<file path="src/assert_macros.svh">
// assertion macros shared by the controller rtl
// no dependencies; bodies are empty when SYNTHESIS is defined
`ifndef ASSERT_MACROS_SVH
`define ASSERT_MACROS_SVH
`ifndef SYNTHESIS
`define ASSERT_ALWAYS(label, clk, rst, expr, msg) \
  label: assert property (@(posedge clk) disable iff (rst) (expr)) else $error(msg);
`define ASSERT_NEXT(label, clk, rst, ante, cons, msg) \
  label: assert property (@(posedge clk) disable iff (rst) (ante) |=> (cons)) else $error(msg);
`else
`define ASSERT_ALWAYS(label, clk, rst, expr, msg)
`define ASSERT_NEXT(label, clk, rst, ante, cons, msg)
`endif
`endif

</file>
<file path="src/evp_pkg.sv">
// types, constants and helper functions of the velocity pi controller
// no dependencies
`default_nettype none

package evp_pkg;

  localparam int NUM_MOTORS_DEF = 3;

  localparam int SEL_W   = 2;
  localparam int CNT_W   = 32;
  localparam int DT_W    = 16;
  localparam int GAIN_W  = 24;
  localparam int LIM_W   = 16;
  localparam int INTEG_W = 17;
  localparam int DRIVE_W = 18;
  localparam int DUTY_W  = 8;

  localparam int MUL_A_W = 33;
  localparam int MUL_B_W = 25;
  localparam int PROD_W  = MUL_A_W + MUL_B_W;
  localparam int ACC_W   = PROD_W;
  localparam int FRAC_W  = 16;

  localparam int DIV_W      = 42;
  localparam int DIV_STEPS  = DIV_W / 2;
  localparam int STEP_CNT_W = $clog2(DIV_STEPS);

  localparam logic signed [MUL_B_W-1:0] VEL_SCALE   = 25'sd1000;
  localparam logic signed [31:0]        KNOCK_LIMIT = 32'sd100000;
  localparam logic signed [DRIVE_W-1:0] KNOCK_VALUE = 18'sd15;
  localparam logic signed [DRIVE_W-1:0] DUTY_MAX    = 18'sd255;

  localparam logic signed [GAIN_W-1:0] GAIN_PROP_RST  = 24'sd655;
  localparam logic signed [GAIN_W-1:0] GAIN_INTEG_RST = 24'sd33;
  localparam logic [LIM_W-1:0]         INTEG_LIM_RST  = 16'd1000;

  localparam int CFG_IDX_W = 2;

  typedef enum logic [CFG_IDX_W-1:0] {
    CFG_GAIN_PROP   = 2'd0,
    CFG_GAIN_INTEG  = 2'd1,
    CFG_INTEG_LIMIT = 2'd2
  } cfg_reg_t;

  typedef enum logic [1:0] {
    MUL_VEL   = 2'd0,
    MUL_INTVL = 2'd1,
    MUL_KP    = 2'd2,
    MUL_KI    = 2'd3
  } mul_op_t;

  typedef struct packed {
    logic [SEL_W-1:0]        motor_sel;
    logic signed [CNT_W-1:0] encoder_count;
    logic [DT_W-1:0]         elapsed_ms;
    logic signed [31:0]      target_speed;
  } tick_t;

  typedef struct packed {
    logic [SEL_W-1:0]   motor_out;
    logic signed [31:0] measured_speed;
    logic signed [31:0] speed_error;
    logic signed [31:0] drive_accum;
    logic [DUTY_W-1:0]  duty_forward;
    logic [DUTY_W-1:0]  duty_reverse;
    logic               zero_interval;
  } result_t;

  typedef struct packed {
    logic    load;
    logic    mul_en;
    mul_op_t mul_op;
    logic    div_init;
    logic    div_step;
    logic    speed_en;
    logic    err_en;
    logic    satp_en;
    logic    integ_en;
    logic    acc_init;
    logic    acc_add;
    logic    drv_en;
    logic    commit;
  } dp_cmd_t;

  typedef struct packed {
    logic sel_ok;
    logic out_free;
  } dp_status_t;

  function automatic logic signed [31:0] sat32(input logic signed [63:0] v);
    logic signed [31:0] r;
    if (v > 64'sh0000_0000_7fff_ffff) begin
      r = 32'sh7fff_ffff;
    end else if (v < -64'sh0000_0000_8000_0000) begin
      r = -32'sh8000_0000;
    end else begin
      r = v[31:0];
    end
    return r;
  endfunction

endpackage

`default_nettype wire

</file>
<file path="src/evp_ctrl.sv">
// sequencer of the velocity pi controller: one-hot state machine issuing datapath commands
// depends on evp_pkg
`default_nettype none

module evp_ctrl (
  input  logic                  clk,
  input  logic                  rst,
  input  logic                  tick_valid,
  output logic                  tick_stall,
  input  evp_pkg::dp_status_t   status,
  output evp_pkg::dp_cmd_t      cmd
);
  import evp_pkg::*;

  typedef enum logic [13:0] {
    S_IDLE      = 14'b00000000000001,
    S_MUL_VEL   = 14'b00000000000010,
    S_DIV_INIT  = 14'b00000000000100,
    S_DIV       = 14'b00000000001000,
    S_SPEED     = 14'b00000000010000,
    S_ERR       = 14'b00000000100000,
    S_MUL_INTVL = 14'b00000001000000,
    S_SAT_P     = 14'b00000010000000,
    S_INTEG     = 14'b00000100000000,
    S_MUL_KP    = 14'b00001000000000,
    S_MUL_KI    = 14'b00010000000000,
    S_SUM       = 14'b00100000000000,
    S_DRIVE     = 14'b01000000000000,
    S_DONE      = 14'b10000000000000
  } state_t;

  state_t                state, state_next;
  logic [STEP_CNT_W-1:0] step, step_next;

  assign tick_stall = (state != S_IDLE);

  always_comb begin
    state_next = state;
    step_next  = step;
    cmd        = '0;
    cmd.mul_op = MUL_VEL;
    unique case (state)
      S_IDLE: begin
        if (tick_valid) begin
          cmd.load = 1'b1;
          if (status.sel_ok) begin
            state_next = S_MUL_VEL;
          end
        end
      end
      S_MUL_VEL: begin
        cmd.mul_en = 1'b1;
        cmd.mul_op = MUL_VEL;
        state_next = S_DIV_INIT;
      end
      S_DIV_INIT: begin
        cmd.div_init = 1'b1;
        step_next    = '0;
        state_next   = S_DIV;
      end
      S_DIV: begin
        cmd.div_step = 1'b1;
        step_next    = step + 1'b1;
        if (step == STEP_CNT_W'(DIV_STEPS - 1)) begin
          state_next = S_SPEED;
        end
      end
      S_SPEED: begin
        cmd.speed_en = 1'b1;
        state_next   = S_ERR;
      end
      S_ERR: begin
        cmd.err_en = 1'b1;
        state_next = S_MUL_INTVL;
      end
      S_MUL_INTVL: begin
        cmd.mul_en = 1'b1;
        cmd.mul_op = MUL_INTVL;
        state_next = S_SAT_P;
      end
      S_SAT_P: begin
        cmd.satp_en = 1'b1;
        state_next  = S_INTEG;
      end
      S_INTEG: begin
        cmd.integ_en = 1'b1;
        state_next   = S_MUL_KP;
      end
      S_MUL_KP: begin
        cmd.mul_en   = 1'b1;
        cmd.mul_op   = MUL_KP;
        cmd.acc_init = 1'b1;
        state_next   = S_MUL_KI;
      end
      S_MUL_KI: begin
        cmd.mul_en  = 1'b1;
        cmd.mul_op  = MUL_KI;
        cmd.acc_add = 1'b1;
        state_next  = S_SUM;
      end
      S_SUM: begin
        cmd.acc_add = 1'b1;
        state_next  = S_DRIVE;
      end
      S_DRIVE: begin
        cmd.drv_en = 1'b1;
        state_next = S_DONE;
      end
      S_DONE: begin
        if (status.out_free) begin
          cmd.commit = 1'b1;
          state_next = S_IDLE;
        end
      end
      default: begin
        state_next = S_IDLE;
      end
    endcase
  end

  always_ff @(posedge clk) begin
    if (rst) begin
      state <= S_IDLE;
      step  <= '0;
    end else begin
      state <= state_next;
      step  <= step_next;
    end
  end

endmodule

`default_nettype wire

</file>
<file path="src/evp_datapath.sv">
// datapath of the velocity pi controller: per-motor state, shared multiplier,
// radix-4 restoring divider, accumulators, config registers and result register
// depends on evp_pkg
`default_nettype none

module evp_datapath #(
  parameter int NUM_MOTORS = evp_pkg::NUM_MOTORS_DEF
) (
  input  logic                           clk,
  input  logic                           rst,
  input  evp_pkg::tick_t                 tick,
  input  logic                           cfg_we,
  input  logic [evp_pkg::CFG_IDX_W-1:0]  cfg_index,
  input  logic [evp_pkg::GAIN_W-1:0]     cfg_data,
  input  evp_pkg::dp_cmd_t               cmd,
  output evp_pkg::dp_status_t            status,
  output logic                           result_valid,
  input  logic                           result_stall,
  output evp_pkg::result_t               result
);
  import evp_pkg::*;

  localparam int IDX_W = (NUM_MOTORS > 1) ? $clog2(NUM_MOTORS) : 1;

  // config registers
  logic signed [GAIN_W-1:0] gain_prop;
  logic signed [GAIN_W-1:0] gain_integ;
  logic [LIM_W-1:0]         integ_limit;

  // per-motor state
  logic signed [CNT_W-1:0]   prev_count [NUM_MOTORS];
  logic signed [INTEG_W-1:0] integ_mem  [NUM_MOTORS];
  logic signed [DRIVE_W-1:0] drive_mem  [NUM_MOTORS];

  // working registers of the current item
  logic [IDX_W-1:0]          sel_idx;
  logic [SEL_W-1:0]          motor_reg;
  logic signed [CNT_W-1:0]   count_reg;
  logic [DT_W-1:0]           dt_reg;
  logic signed [31:0]        target_reg;
  logic signed [PROD_W-1:0]  prod;
  logic [DIV_W-1:0]          dq;
  logic [DT_W-1:0]           rem;
  logic                      quot_neg;
  logic signed [31:0]        speed_reg;
  logic signed [31:0]        err_reg;
  logic signed [31:0]        p_reg;
  logic signed [INTEG_W-1:0] integ_reg;
  logic signed [ACC_W-1:0]   acc;
  logic signed [31:0]        drv_reg;

  // combinational
  logic [IDX_W+SEL_W-1:0]    sel_ext;
  logic signed [CNT_W-1:0]   diff;
  logic signed [MUL_A_W-1:0] mul_a;
  logic signed [MUL_B_W-1:0] mul_b;
  logic signed [PROD_W-1:0]  prod_mag;
  logic [DT_W:0]             r1, r2;
  logic [DT_W-1:0]           r1s, r2s;
  logic                      ge1, ge2;
  logic signed [DIV_W:0]     quot_s;
  logic signed [33:0]        isum, lim_s, isum_cl;
  logic signed [ACC_W-1:0]   acc_sh, acc_q;
  logic                      acc_rnd;
  logic signed [DRIVE_W-1:0] stored;
  logic [DUTY_W-1:0]         duty_fwd, duty_rev;
  logic                      dt_zero;

  assign sel_ext       = (IDX_W + SEL_W)'(tick.motor_sel);
  assign status.sel_ok = int'(tick.motor_sel) < NUM_MOTORS;
  assign status.out_free = !result_valid || !result_stall;
  assign dt_zero       = (dt_reg == '0);

  assign diff = count_reg - prev_count[sel_idx];

  // shared multiplier operand select
  always_comb begin
    unique case (cmd.mul_op)
      MUL_VEL: begin
        mul_a = MUL_A_W'(diff);
        mul_b = VEL_SCALE;
      end
      MUL_INTVL: begin
        mul_a = MUL_A_W'(err_reg);
        mul_b = $signed(MUL_B_W'(dt_reg));
      end
      MUL_KP: begin
        mul_a = MUL_A_W'(err_reg);
        mul_b = MUL_B_W'(gain_prop);
      end
      MUL_KI: begin
        mul_a = MUL_A_W'(integ_reg);
        mul_b = MUL_B_W'(gain_integ);
      end
      default: begin
        mul_a = '0;
        mul_b = '0;
      end
    endcase
  end

  assign prod_mag = prod[PROD_W-1] ? -prod : prod;

  // two quotient bits per step
  always_comb begin
    r1  = {rem, dq[DIV_W-1]};
    ge1 = (r1 >= {1'b0, dt_reg});
    r1s = ge1 ? DT_W'(r1 - {1'b0, dt_reg}) : r1[DT_W-1:0];
    r2  = {r1s, dq[DIV_W-2]};
    ge2 = (r2 >= {1'b0, dt_reg});
    r2s = ge2 ? DT_W'(r2 - {1'b0, dt_reg}) : r2[DT_W-1:0];
  end

  assign quot_s = quot_neg ? -$signed({1'b0, dq}) : $signed({1'b0, dq});

  always_comb begin
    isum  = 34'(integ_mem[sel_idx]) + 34'(p_reg);
    lim_s = $signed({18'd0, integ_limit});
    if (isum > lim_s) begin
      isum_cl = lim_s;
    end else if (isum < -lim_s) begin
      isum_cl = -lim_s;
    end else begin
      isum_cl = isum;
    end
  end

  // truncation toward zero of acc / 2^16
  assign acc_sh  = acc >>> FRAC_W;
  assign acc_rnd = acc[ACC_W-1] && (acc[FRAC_W-1:0] != '0);
  assign acc_q   = acc_sh + $signed({{(ACC_W-1){1'b0}}, acc_rnd});

  // knock-back and sign-magnitude duties
  always_comb begin
    priority if (drv_reg >= KNOCK_LIMIT) begin
      stored = -KNOCK_VALUE;
    end else if (drv_reg <= -KNOCK_LIMIT) begin
      stored = KNOCK_VALUE;
    end else begin
      stored = drv_reg[DRIVE_W-1:0];
    end
    duty_fwd = '0;
    duty_rev = '0;
    if (stored > 0) begin
      duty_fwd = (stored > DUTY_MAX) ? DUTY_MAX[DUTY_W-1:0] : stored[DUTY_W-1:0];
    end else if (stored < 0) begin
      duty_rev = (-stored > DUTY_MAX) ? DUTY_MAX[DUTY_W-1:0] : DUTY_W'(-stored);
    end
  end

  always_ff @(posedge clk) begin
    if (rst) begin
      gain_prop   <= GAIN_PROP_RST;
      gain_integ  <= GAIN_INTEG_RST;
      integ_limit <= INTEG_LIM_RST;
    end else if (cfg_we) begin
      unique case (cfg_index)
        CFG_GAIN_PROP:   gain_prop   <= cfg_data;
        CFG_GAIN_INTEG:  gain_integ  <= cfg_data;
        CFG_INTEG_LIMIT: integ_limit <= cfg_data[LIM_W-1:0];
        default: ;
      endcase
    end
  end

  always_ff @(posedge clk) begin
    if (rst) begin
      for (int i = 0; i < NUM_MOTORS; i++) begin
        prev_count[i] <= '0;
        integ_mem[i]  <= '0;
        drive_mem[i]  <= '0;
      end
    end else if (cmd.commit) begin
      prev_count[sel_idx] <= count_reg;
      integ_mem[sel_idx]  <= integ_reg;
      drive_mem[sel_idx]  <= stored;
    end
  end

  always_ff @(posedge clk) begin
    if (cmd.load) begin
      sel_idx    <= sel_ext[IDX_W-1:0];
      motor_reg  <= tick.motor_sel;
      count_reg  <= tick.encoder_count;
      dt_reg     <= tick.elapsed_ms;
      target_reg <= tick.target_speed;
    end
    if (cmd.mul_en) begin
      prod <= mul_a * mul_b;
    end
    if (cmd.div_init) begin
      dq       <= prod_mag[DIV_W-1:0];
      rem      <= '0;
      quot_neg <= prod[PROD_W-1];
    end else if (cmd.div_step) begin
      dq  <= {dq[DIV_W-3:0], ge1, ge2};
      rem <= r2s;
    end
    if (cmd.speed_en) begin
      speed_reg <= dt_zero ? '0 : sat32(64'(quot_s));
    end
    if (cmd.err_en) begin
      err_reg <= sat32(64'(target_reg) - 64'(speed_reg));
    end
    if (cmd.satp_en) begin
      p_reg <= sat32(64'(prod));
    end
    if (cmd.integ_en) begin
      integ_reg <= isum_cl[INTEG_W-1:0];
    end
    if (cmd.acc_init) begin
      acc <= ACC_W'(drive_mem[sel_idx]) <<< FRAC_W;
    end else if (cmd.acc_add) begin
      acc <= acc + prod;
    end
    if (cmd.drv_en) begin
      drv_reg <= sat32(64'(acc_q));
    end
    if (cmd.commit) begin
      result.motor_out      <= motor_reg;
      result.measured_speed <= speed_reg;
      result.speed_error    <= err_reg;
      result.drive_accum    <= drv_reg;
      result.duty_forward   <= duty_fwd;
      result.duty_reverse   <= duty_rev;
      result.zero_interval  <= dt_zero;
    end
  end

  always_ff @(posedge clk) begin
    if (rst) begin
      result_valid <= 1'b0;
    end else if (cmd.commit) begin
      result_valid <= 1'b1;
    end else if (!result_stall) begin
      result_valid <= 1'b0;
    end
  end

endmodule

`default_nettype wire

</file>
<file path="src/encoder_velocity_pi_controller.sv">
// top level of the per-motor encoder velocity pi controller
// depends on evp_pkg, evp_ctrl, evp_datapath and assert_macros.svh
//
//   channel   direction  handshake              payload
//   tick      in         tick_valid/tick_stall  evp_pkg::tick_t
//   result    out        result_valid/stall     evp_pkg::result_t
//   cfg       in         cfg_valid/cfg_ready    cfg_index, cfg_data
//
// an item in range runs through the sequencer from acceptance to the result register,
// and its velocity is formed in the two-bit-per-cycle divider
// an item whose motor_sel is out of range is taken and dropped while the sequencer stays idle
// reset clears the gains to their defaults and all per-motor state to zero
// a stalled result holds the sequencer in its last step; the next item is
// taken while the previous result still waits
`default_nettype none

module encoder_velocity_pi_controller #(
  parameter int NUM_MOTORS = evp_pkg::NUM_MOTORS_DEF
) (
  input  logic                          clk,
  input  logic                          rst,
  input  logic                          tick_valid,
  output logic                          tick_stall,
  input  evp_pkg::tick_t                tick,
  output logic                          result_valid,
  input  logic                          result_stall,
  output evp_pkg::result_t              result,
  input  logic                          cfg_valid,
  output logic                          cfg_ready,
  input  logic [evp_pkg::CFG_IDX_W-1:0] cfg_index,
  input  logic [evp_pkg::GAIN_W-1:0]    cfg_data
);
  import evp_pkg::*;

  dp_cmd_t    cmd;
  dp_status_t status;

  assign cfg_ready = 1'b1;

  evp_ctrl u_ctrl (
    .clk        (clk),
    .rst        (rst),
    .tick_valid (tick_valid),
    .tick_stall (tick_stall),
    .status     (status),
    .cmd        (cmd)
  );

  evp_datapath #(
    .NUM_MOTORS (NUM_MOTORS)
  ) u_datapath (
    .clk          (clk),
    .rst          (rst),
    .tick         (tick),
    .cfg_we       (cfg_valid && cfg_ready),
    .cfg_index    (cfg_index),
    .cfg_data     (cfg_data),
    .cmd          (cmd),
    .status       (status),
    .result_valid (result_valid),
    .result_stall (result_stall),
    .result       (result)
  );

`include "assert_macros.svh"

  `ASSERT_NEXT(a_busy_after_take, clk, rst, tick_valid && !tick_stall && int'(tick.motor_sel) < NUM_MOTORS, tick_stall, "in-range item taken but block not busy")
  `ASSERT_ALWAYS(a_one_side_duty, clk, rst, !result_valid || result.duty_forward == 8'd0 || result.duty_reverse == 8'd0, "both duties nonzero")
  `ASSERT_ALWAYS(a_zero_interval_speed, clk, rst, !result_valid || !result.zero_interval || result.measured_speed == 32'sd0, "zero interval with nonzero speed")
  `ASSERT_ALWAYS(a_knock_back, clk, rst, !(result_valid && result.drive_accum >= 32'sd100000) || (result.duty_reverse == 8'd15 && result.duty_forward == 8'd0), "runaway drive not knocked back")

endmodule

`default_nettype wire
</file>
<file path="config.mk">
export PLATFORM = sky130hd
export DESIGN_NAME = encoder_velocity_pi_controller
export DESIGN_NICKNAME = d
export VERILOG_FILES = /design/src/evp_pkg.sv /design/src/evp_ctrl.sv /design/src/evp_datapath.sv /design/src/encoder_velocity_pi_controller.sv
export VERILOG_INCLUDE_DIRS = /design/src /design/src/src
export SDC_FILE = /design/constraint.sdc
export NUM_CORES = 2
export LEC_CHECK = 0
export BUFFER_PORTS_ARGS = -buffer_cell sky130_fd_sc_hd__buf_2
export CAP_MARGIN = 15
export CORE_MARGIN = 2
export CORE_UTILIZATION = 40
export DETAILED_ROUTE_END_ITERATION = 7
export RECOVER_POWER = 100
export SYNTH_ARGS = -nofsm -noshare
export SYNTH_HDL_FRONTEND = slang
export SYNTH_SLANG_ARGS = --single-unit
</file>
<file path="constraint.sdc">
create_clock -name clk -period 15.5 [get_ports clk]
set_clock_uncertainty 0.1 [all_clocks]
set_input_delay 3.1 -clock clk [delete_from_list [all_inputs] [get_ports clk]]
set_output_delay 3.1 -clock clk [all_outputs]
set_load 0.05 [all_outputs]
</file>
# ---- Word-level counts from Yosys, hierarchy flattened
# Memories as Yosys holds them, arrays and structs flattened. A register that Yosys moved wholly into a read port is not among the register bits.
# Cells that the tools add are included.
dict set report word_totals {
  regBits 601
  ram_bits 201
  input_bits 113
  output_inout_bits 118
  wordCells 174
  n_memories 3
}
dict set report classes {
  add_sub_neg 12
  multipliers 1
  n_lt_le_gt_ge 19
  n_eq_ne 26
  n_mux 60
  bitwise_logic 1
  n_reduce_logical 22
}
# name words word_bits rd rd_ports_with_merged_regs write_ports line_no
set memory_table {}
lappend memory_table {u_datapath.prev_count 3 32 1 1 3 evp_datapath.sv:31} ;# logic signed [CNT_W-1:0] prev_count [NUM_MOTORS];
lappend memory_table {u_datapath.drive_mem 3 18 1 1 3 evp_datapath.sv:33} ;# logic signed [DRIVE_W-1:0] drive_mem [NUM_MOTORS];
lappend memory_table {u_datapath.integ_mem 3 17 1 1 3 evp_datapath.sv:32} ;# logic signed [INTEG_W-1:0] integ_mem [NUM_MOTORS];
# operator count
set op_table {}
lappend op_table {{14-bit one-hot mux with 14 select lines} 1}
lappend op_table {{32-bit two-way mux} 5}
lappend op_table {{42-bit two-way mux} 3}
lappend op_table {{58-bit two-way mux} 2}
lappend op_table {{25-bit one-hot mux with 4 select lines} 1}
lappend op_table {{33-bit one-hot mux with 3 select lines} 1}
lappend op_table {{43-bit by 32-bit greater-than comparator with 1-bit output (second input constant)} 2}
lappend op_table {{43-bit by 32-bit < comparator with 1-bit output (second input constant)} 2}
lappend op_table {{64-bit by 32-bit greater-than comparator with 1-bit output (second input constant)} 1}
lappend op_table {{64-bit by 32-bit < comparator with 1-bit output (second input constant)} 1}
lappend op_table {{58-bit adder} 1}
lappend op_table {{58-bit by 32-bit greater-than comparator with 1-bit output (second input constant)} 1}
lappend op_table {{58-bit by 32-bit < comparator with 1-bit output (second input constant)} 1}
lappend op_table {{33-bit by 25-bit multiplier with 58-bit output} 1}
lappend op_table {{14-bit two-way mux} 4}
lappend op_table {{18-bit two-way mux} 3}
lappend op_table {{16-bit two-way mux} 3}
lappend op_table {{42-bit by 2-bit adder with 43-bit output} 1}
lappend op_table {{43-bit two-way mux} 1}
lappend op_table {{42-bit negation with 43-bit output} 1}
lappend op_table {{42-bit negation} 1}
lappend op_table {{18-bit by 9-bit greater-than comparator with 1-bit output (second input constant)} 2}
lappend op_table {{17-bit by 16-bit >= comparator with 1-bit output} 2}
lappend op_table {{33-bit by 34-bit < comparator with 1-bit output} 1}
lappend op_table {{other kinds (54)} 99}

# ---- Logic depth before layout (Yosys ltp)
dict set report logic_depth {
  ltp_word 9
  mapped_depth 45
  mapped_depth_nobuf 42
}

# ---- Modules after synthesis
# A second synthesis with hierarchy kept.
dict set report unflattened {
  cells_unflattened 7604
  area_unflattened_um2 76183.1
}
# module n_inst cells_per_inst area_each_um2 seq_area_each_um2
set by_module_without_submodules {}
lappend by_module_without_submodules {evp_datapath 1 7466 75005.7 24593.6}
lappend by_module_without_submodules {evp_ctrl 1 136 1166.1 380.4}
lappend by_module_without_submodules {encoder_velocity_pi_controller 1 2 11.3 0.0}

# ---- Least setup slack after synthesis
# No wires, ideal clock.
dict set report synth_path {
  path_kind {input to register}
  startpoint {input port result_stall}
  endpoint {memory u_datapath.drive_mem[1][0], enable pin}
  setup_ps 436
  arrival_time_ps 11121
  t_required_ps 14964
  slack_ps 3843
  stages 5
  path_buffers 0
  path_cell_list {a21oi_1 -> nor2b_1 -> nor2b_1 -> nand2_1 -> nand2b_1}
}
# item line_no
set synth_rtl {}
lappend synth_rtl {{start: declaration} encoder_velocity_pi_controller.sv:26} ;# input logic result_stall,
lappend synth_rtl {{end: declaration} evp_datapath.sv:33}

# ---- Worst setup path in the final report
dict set report layout_path {
  startpoint {register u_ctrl.state[9]}
  endpoint {register u_datapath.prod[57] (data pin)}
}
dict set report layout_between {
  elab_chain_len 6
  elab_cells_between_ends 13
  cone_classes {1 x mul; 7 x eq/ne; 3 x mux; 2 x reduce/logical}
}
# item line_no
set layout_lines {}
lappend layout_lines {{start: declaration} evp_ctrl.sv:32} ;# state_t state, state_next;
lappend layout_lines {{start signal: assignment} evp_ctrl.sv:126} ;# state <= state_next;
lappend layout_lines {{14-bit by 11-bit == test with 1-bit output, or another cell as far along} evp_ctrl.sv:42} ;# unique case (state)
lappend layout_lines {{3-bit one-hot mux with 4 select lines *} evp_ctrl.sv:42}
lappend layout_lines {{2-bit by 1-bit == test with 1-bit output or 2-bit == test (tied branches)} evp_datapath.sv:78} ;# unique case (cmd.mul_op)
lappend layout_lines {{2-bit OR reduction (no line)} --}
lappend layout_lines {{33-bit one-hot mux with 3 select lines} evp_datapath.sv:78}
lappend layout_lines {{33-bit by 25-bit multiplier with 58-bit output *} evp_datapath.sv:189} ;# prod <= mul_a * mul_b;
lappend layout_lines {{end signal: assignment} evp_datapath.sv:189}
lappend layout_lines {{end: declaration} evp_datapath.sv:41} ;# logic signed [PROD_W-1:0] prod;
# Mark *: on every way between the ends. The rest lies on a longest branch, timed or not.
# A chain may end at the register's enable or synchronous reset.

==> results.yml <==
yosys:
  synth_seq_cells: 871
  ys.flop_type: "sky130_fd_sc_hd__edfxtp_1"
  synth_area_leaders: "sky130_fd_sc_hd__edfxtp_1, sky130_fd_sc_hd__fa_1, sky130_fd_sc_hd__ha_1"
  syn_avg_cell_area_sq_um: 10.0
  synthesis.nets: 8877
  synthesized_instance_count: 7530
  ys_async_sr_fraction_pct: 0
  synth_cell_type_count: 86
  synth_top_cell_area_share_pct: 30.0
  synth_edf_count: 753
  synth_top_area_cell: "sky130_fd_sc_hd__edfxtp_1"
  mappedNetlistArea_sq_um: 75500
  sequential_area_share_after_synthesis_pct: 33.1
  yosysWarningCount: 0
placed_design:
  port_buffers: 229
  dp.final_hpwl_um: 197000
  gpl.final_weighted_congestion: 0.969
grt:
  grt_most_used_layer: "met2"
  global_routing_usage_on_met1_pct: 33.8
  grt_first_pass_wirelength_um: 372000
  grt-ovfl-total: 0
  global_route.usage.total_pct: 26.2
  grt_pass1_vias: 57200
  grt_antenna_before_repair: 27
  met2_resource_use_gr_pct: 41.5
  grt_start_max_net_pins: 108
  grt_use_met3_pct: 4.84
cts:
  total_clock_buffers_created_by_cts: 92
  clock_tree_from_tritoncts: "done"
  cts_hold_repair.buffers: 0
  clk_root_buffer_cell: "sky130_fd_sc_hd__clkbuf_16"
  clk_transition_reported_paths_ns: 0.06
  clock_tree.htree_level_count: 3
  clk-insertion-delay-late_ns: 0.73
  cts_post_setup_buffers_inserted: 0
  clkSinkCount: 871
  cts-resized-gates: 0
  cts.path.max_buffers: 3
sta:
  final_period_minus_worst_setup_slack_ns: 13.35
  max-slew-margin-rel_pct: -180
  max_slew.worst_pin.slew_ns: 4.21
  finalHoldViolCount: 0
  rsz_0062_raised_after_global_routing: "false"
  setup_viol_count_final: 0
  fin_hold_ws_ns: 0.354
  fmaxAchievable_ghz: 0.0749
  timing.final.crit_share_pct: 86.1
  sum_of_negative_setup_slack_ns: 0
  drv_slew: 1346
worst_setup_path:
  cp-start-kind: "flip-flop"
  crit_required_ns: 15.85
  crit_path_max_incr_delay_ns: 1.11
  reg2regPathDepth: 35
  end_kind: "flip-flop"
  worst_r2r_endpoint: "u_datapath.prod[57]$_DFFE_PP_"
  path_delay_family: "adder cells"
  timing.critical_path.arrival_ns: 13.70
  endpoint: "u_datapath.prod[57]$_DFFE_PP_"
  r2r-start: "u_ctrl.state[9]$_SDFFE_PP0P_"
  biggest_fanout_along_the_worst_timing_path: 26
  startpoint: "u_ctrl.state[9]$_SDFFE_PP0P_"
  critPathKind: "flip-flop to flip-flop"
  worst_path_most_repeated_cell: "sky130_fd_sc_hd__fa_1"
  timing.critical_path.buf_inv: 5
  crit_cells: 35
  critPathSlowestCell: "sky130_fd_sc_hd__clkbuf_1"
  worst-r2r-setup-slack_ns: 2.15
cells_and_area:
  regs_by_ff_count: "u_datapath.prev_count: 128 flops, u_datapath.result: 115 flops, u_datapath.drive_mem: 72 flops"
  multi_input_comb_area_sq_um: 45400
  layout-area-overhead-vs-synth_pct: 9.39
  number_of_nets_in_the_finished_design: 9005
  largest_reg_flops: 128
  largest_register: "u_datapath.prev_count"
  fillerInstances: 17900
  layout.cells.most_common_list: "sky130_fd_sc_hd__inv_1, sky130_fd_sc_hd__nand2_1, sky130_fd_sc_hd__fa_1"
  final_common_cell: "sky130_fd_sc_hd__inv_1"
  layout-drive-gt1-share_pct: 6.13
  area.sequential_sq_um: 25000
floorplan:
  die_height_um: 438
  die_width_um: 438
  placeableCoreArea_sq_um: 188000
  rows: 159
  die_area_sq_um: 192000
  initial_core_utilization_pct: 40.2
  num_io_pins: 231
drt:
  wl_per_cell_um: 24.7
  routed_wirelength_um: 253000
  detail_route.vias_per_cell: 5.60
  drt_first_pass_iters: 8
  detail_route.drc_violations: 0
  ant_nets: 0
  detail_route.iter0.violations: 5579
  routed-via-count: 57500
worst_hold_path:
  hold_path_class: "flip-flop to flip-flop"
run_status:
  violations_in_the_final_reports: "max-capacitance violations, max-slew violations"
  run_status: "complete, but fails checks"
run:
  drv.max_cap_violation_count: 33
routing by layer:
metal	routed length, um	up-vias
met4	16000	6
li1	-	25500
met5	33	-
met3	19700	550
met2	117000	2394
met1	100000	29000
kinds of logic (layout without fill, tap and decap cells):
family,after synthesis,count (layout),synth area share [%]
AO/OA/AOI/OAI,1293,1293,10.8
XOR/XNOR,336,336,3.90
adder cells (fa/ha/maj),1242,1242,28.8
buffers and inverters,1375,1579,6.88
flip-flops,871,871,33.1
multiplexers,110,110,2.59
other,1,34,0.00497
AND/OR/NAND/NOR,2302,2302,13.9
final cells by class:
| type | instances | share of cell area (%) |
|---|---|---|
| well taps | 2495 | 3.78 |
| inverters | 1055 | 4.80 |
| multi-input cells | 5284 | 55.0 |
| repair buffers | 354 | 2.18 |
| clock inverters | 58 | 0.984 |
| clock buffers | 112 | 2.91 |
| flip-flops and latches | 871 | 30.3 |
| diodes | 33 | 0.100 |
synthesized netlist by cell type (36+ instances only):
master                     number
sky130_fd_sc_hd__inv_1       1053
sky130_fd_sc_hd__nand2_1      873
sky130_fd_sc_hd__fa_1         833
sky130_fd_sc_hd__edfxtp_1     753
sky130_fd_sc_hd__nor2_1       666
sky130_fd_sc_hd__ha_1         401
sky130_fd_sc_hd__a21oi_1      377
sky130_fd_sc_hd__o21ai_0      314
sky130_fd_sc_hd__clkbuf_1     279
sky130_fd_sc_hd__a21o_1       218
sky130_fd_sc_hd__xnor2_1      184
sky130_fd_sc_hd__xor2_1       152
sky130_fd_sc_hd__and2_1       124
sky130_fd_sc_hd__dfxtp_1      118
sky130_fd_sc_hd__and3_1        94
sky130_fd_sc_hd__nand3_1       86
sky130_fd_sc_hd__nor3_1        85
sky130_fd_sc_hd__nand2b_1      73
sky130_fd_sc_hd__mux4_2        67
sky130_fd_sc_hd__nand4_1       59
sky130_fd_sc_hd__or3_1         50
sky130_fd_sc_hd__nor2b_1       44
sky130_fd_sc_hd__nor4_1        36
sky130_fd_sc_hd__o21bai_1      36
how the worst min path moves through the flow:
| stage | from | endpoint | slack [ns] | depth (start not counted) |
|---|---|---|---|---|
| 2_1_floorplan | u_datapath.sel_idx[0]$_DFFE_PP_ | u_datapath.result[113]$_DFFE_PP_ | 0.32 | 0 |
| 3_3_place_gp | u_datapath.gain_prop[13]$_SDFFE_PP0P_ | u_datapath.gain_prop[13]$_SDFFE_PP0P_ | 0.34 | 2 |
| 3_5_place_dp | u_datapath.speed_reg[28]$_SDFFCE_PP0P_ | u_datapath.result[109]$_DFFE_PP_ | 0.34 | 0 |
| 4_1_cts | u_datapath.gain_integ[14]$_SDFFE_PP0P_ | u_datapath.gain_integ[14]$_SDFFE_PP0P_ | 0.36 | 2 |
| 5_1_grt | u_datapath.gain_prop[20]$_SDFFE_PP0P_ | u_datapath.gain_prop[20]$_SDFFE_PP0P_ | 0.37 | 2 |
| 6_report | u_datapath.speed_reg[12]$_SDFFCE_PP0P_ | u_datapath.result[93]$_DFFE_PP_ | 0.35 | 0 |
stage by stage:
stage	util (%)	worst slack, ns	instances	instance area (sq um)
3_5_place_dp	42.4	3.21	10100	79600
2_1_floorplan	-	3.84	7530	75500
3_3_place_gp	42.4	3.37	10100	79600
4_1_cts	44.2	3.16	10200	82800
5_1_grt	44.0	1.54	10300	82600
6_report	44.0	2.15	10300	82600
Power is not shown: default switching activity piles up to over one toggle a cycle in this logic, so the estimate is an artifact.
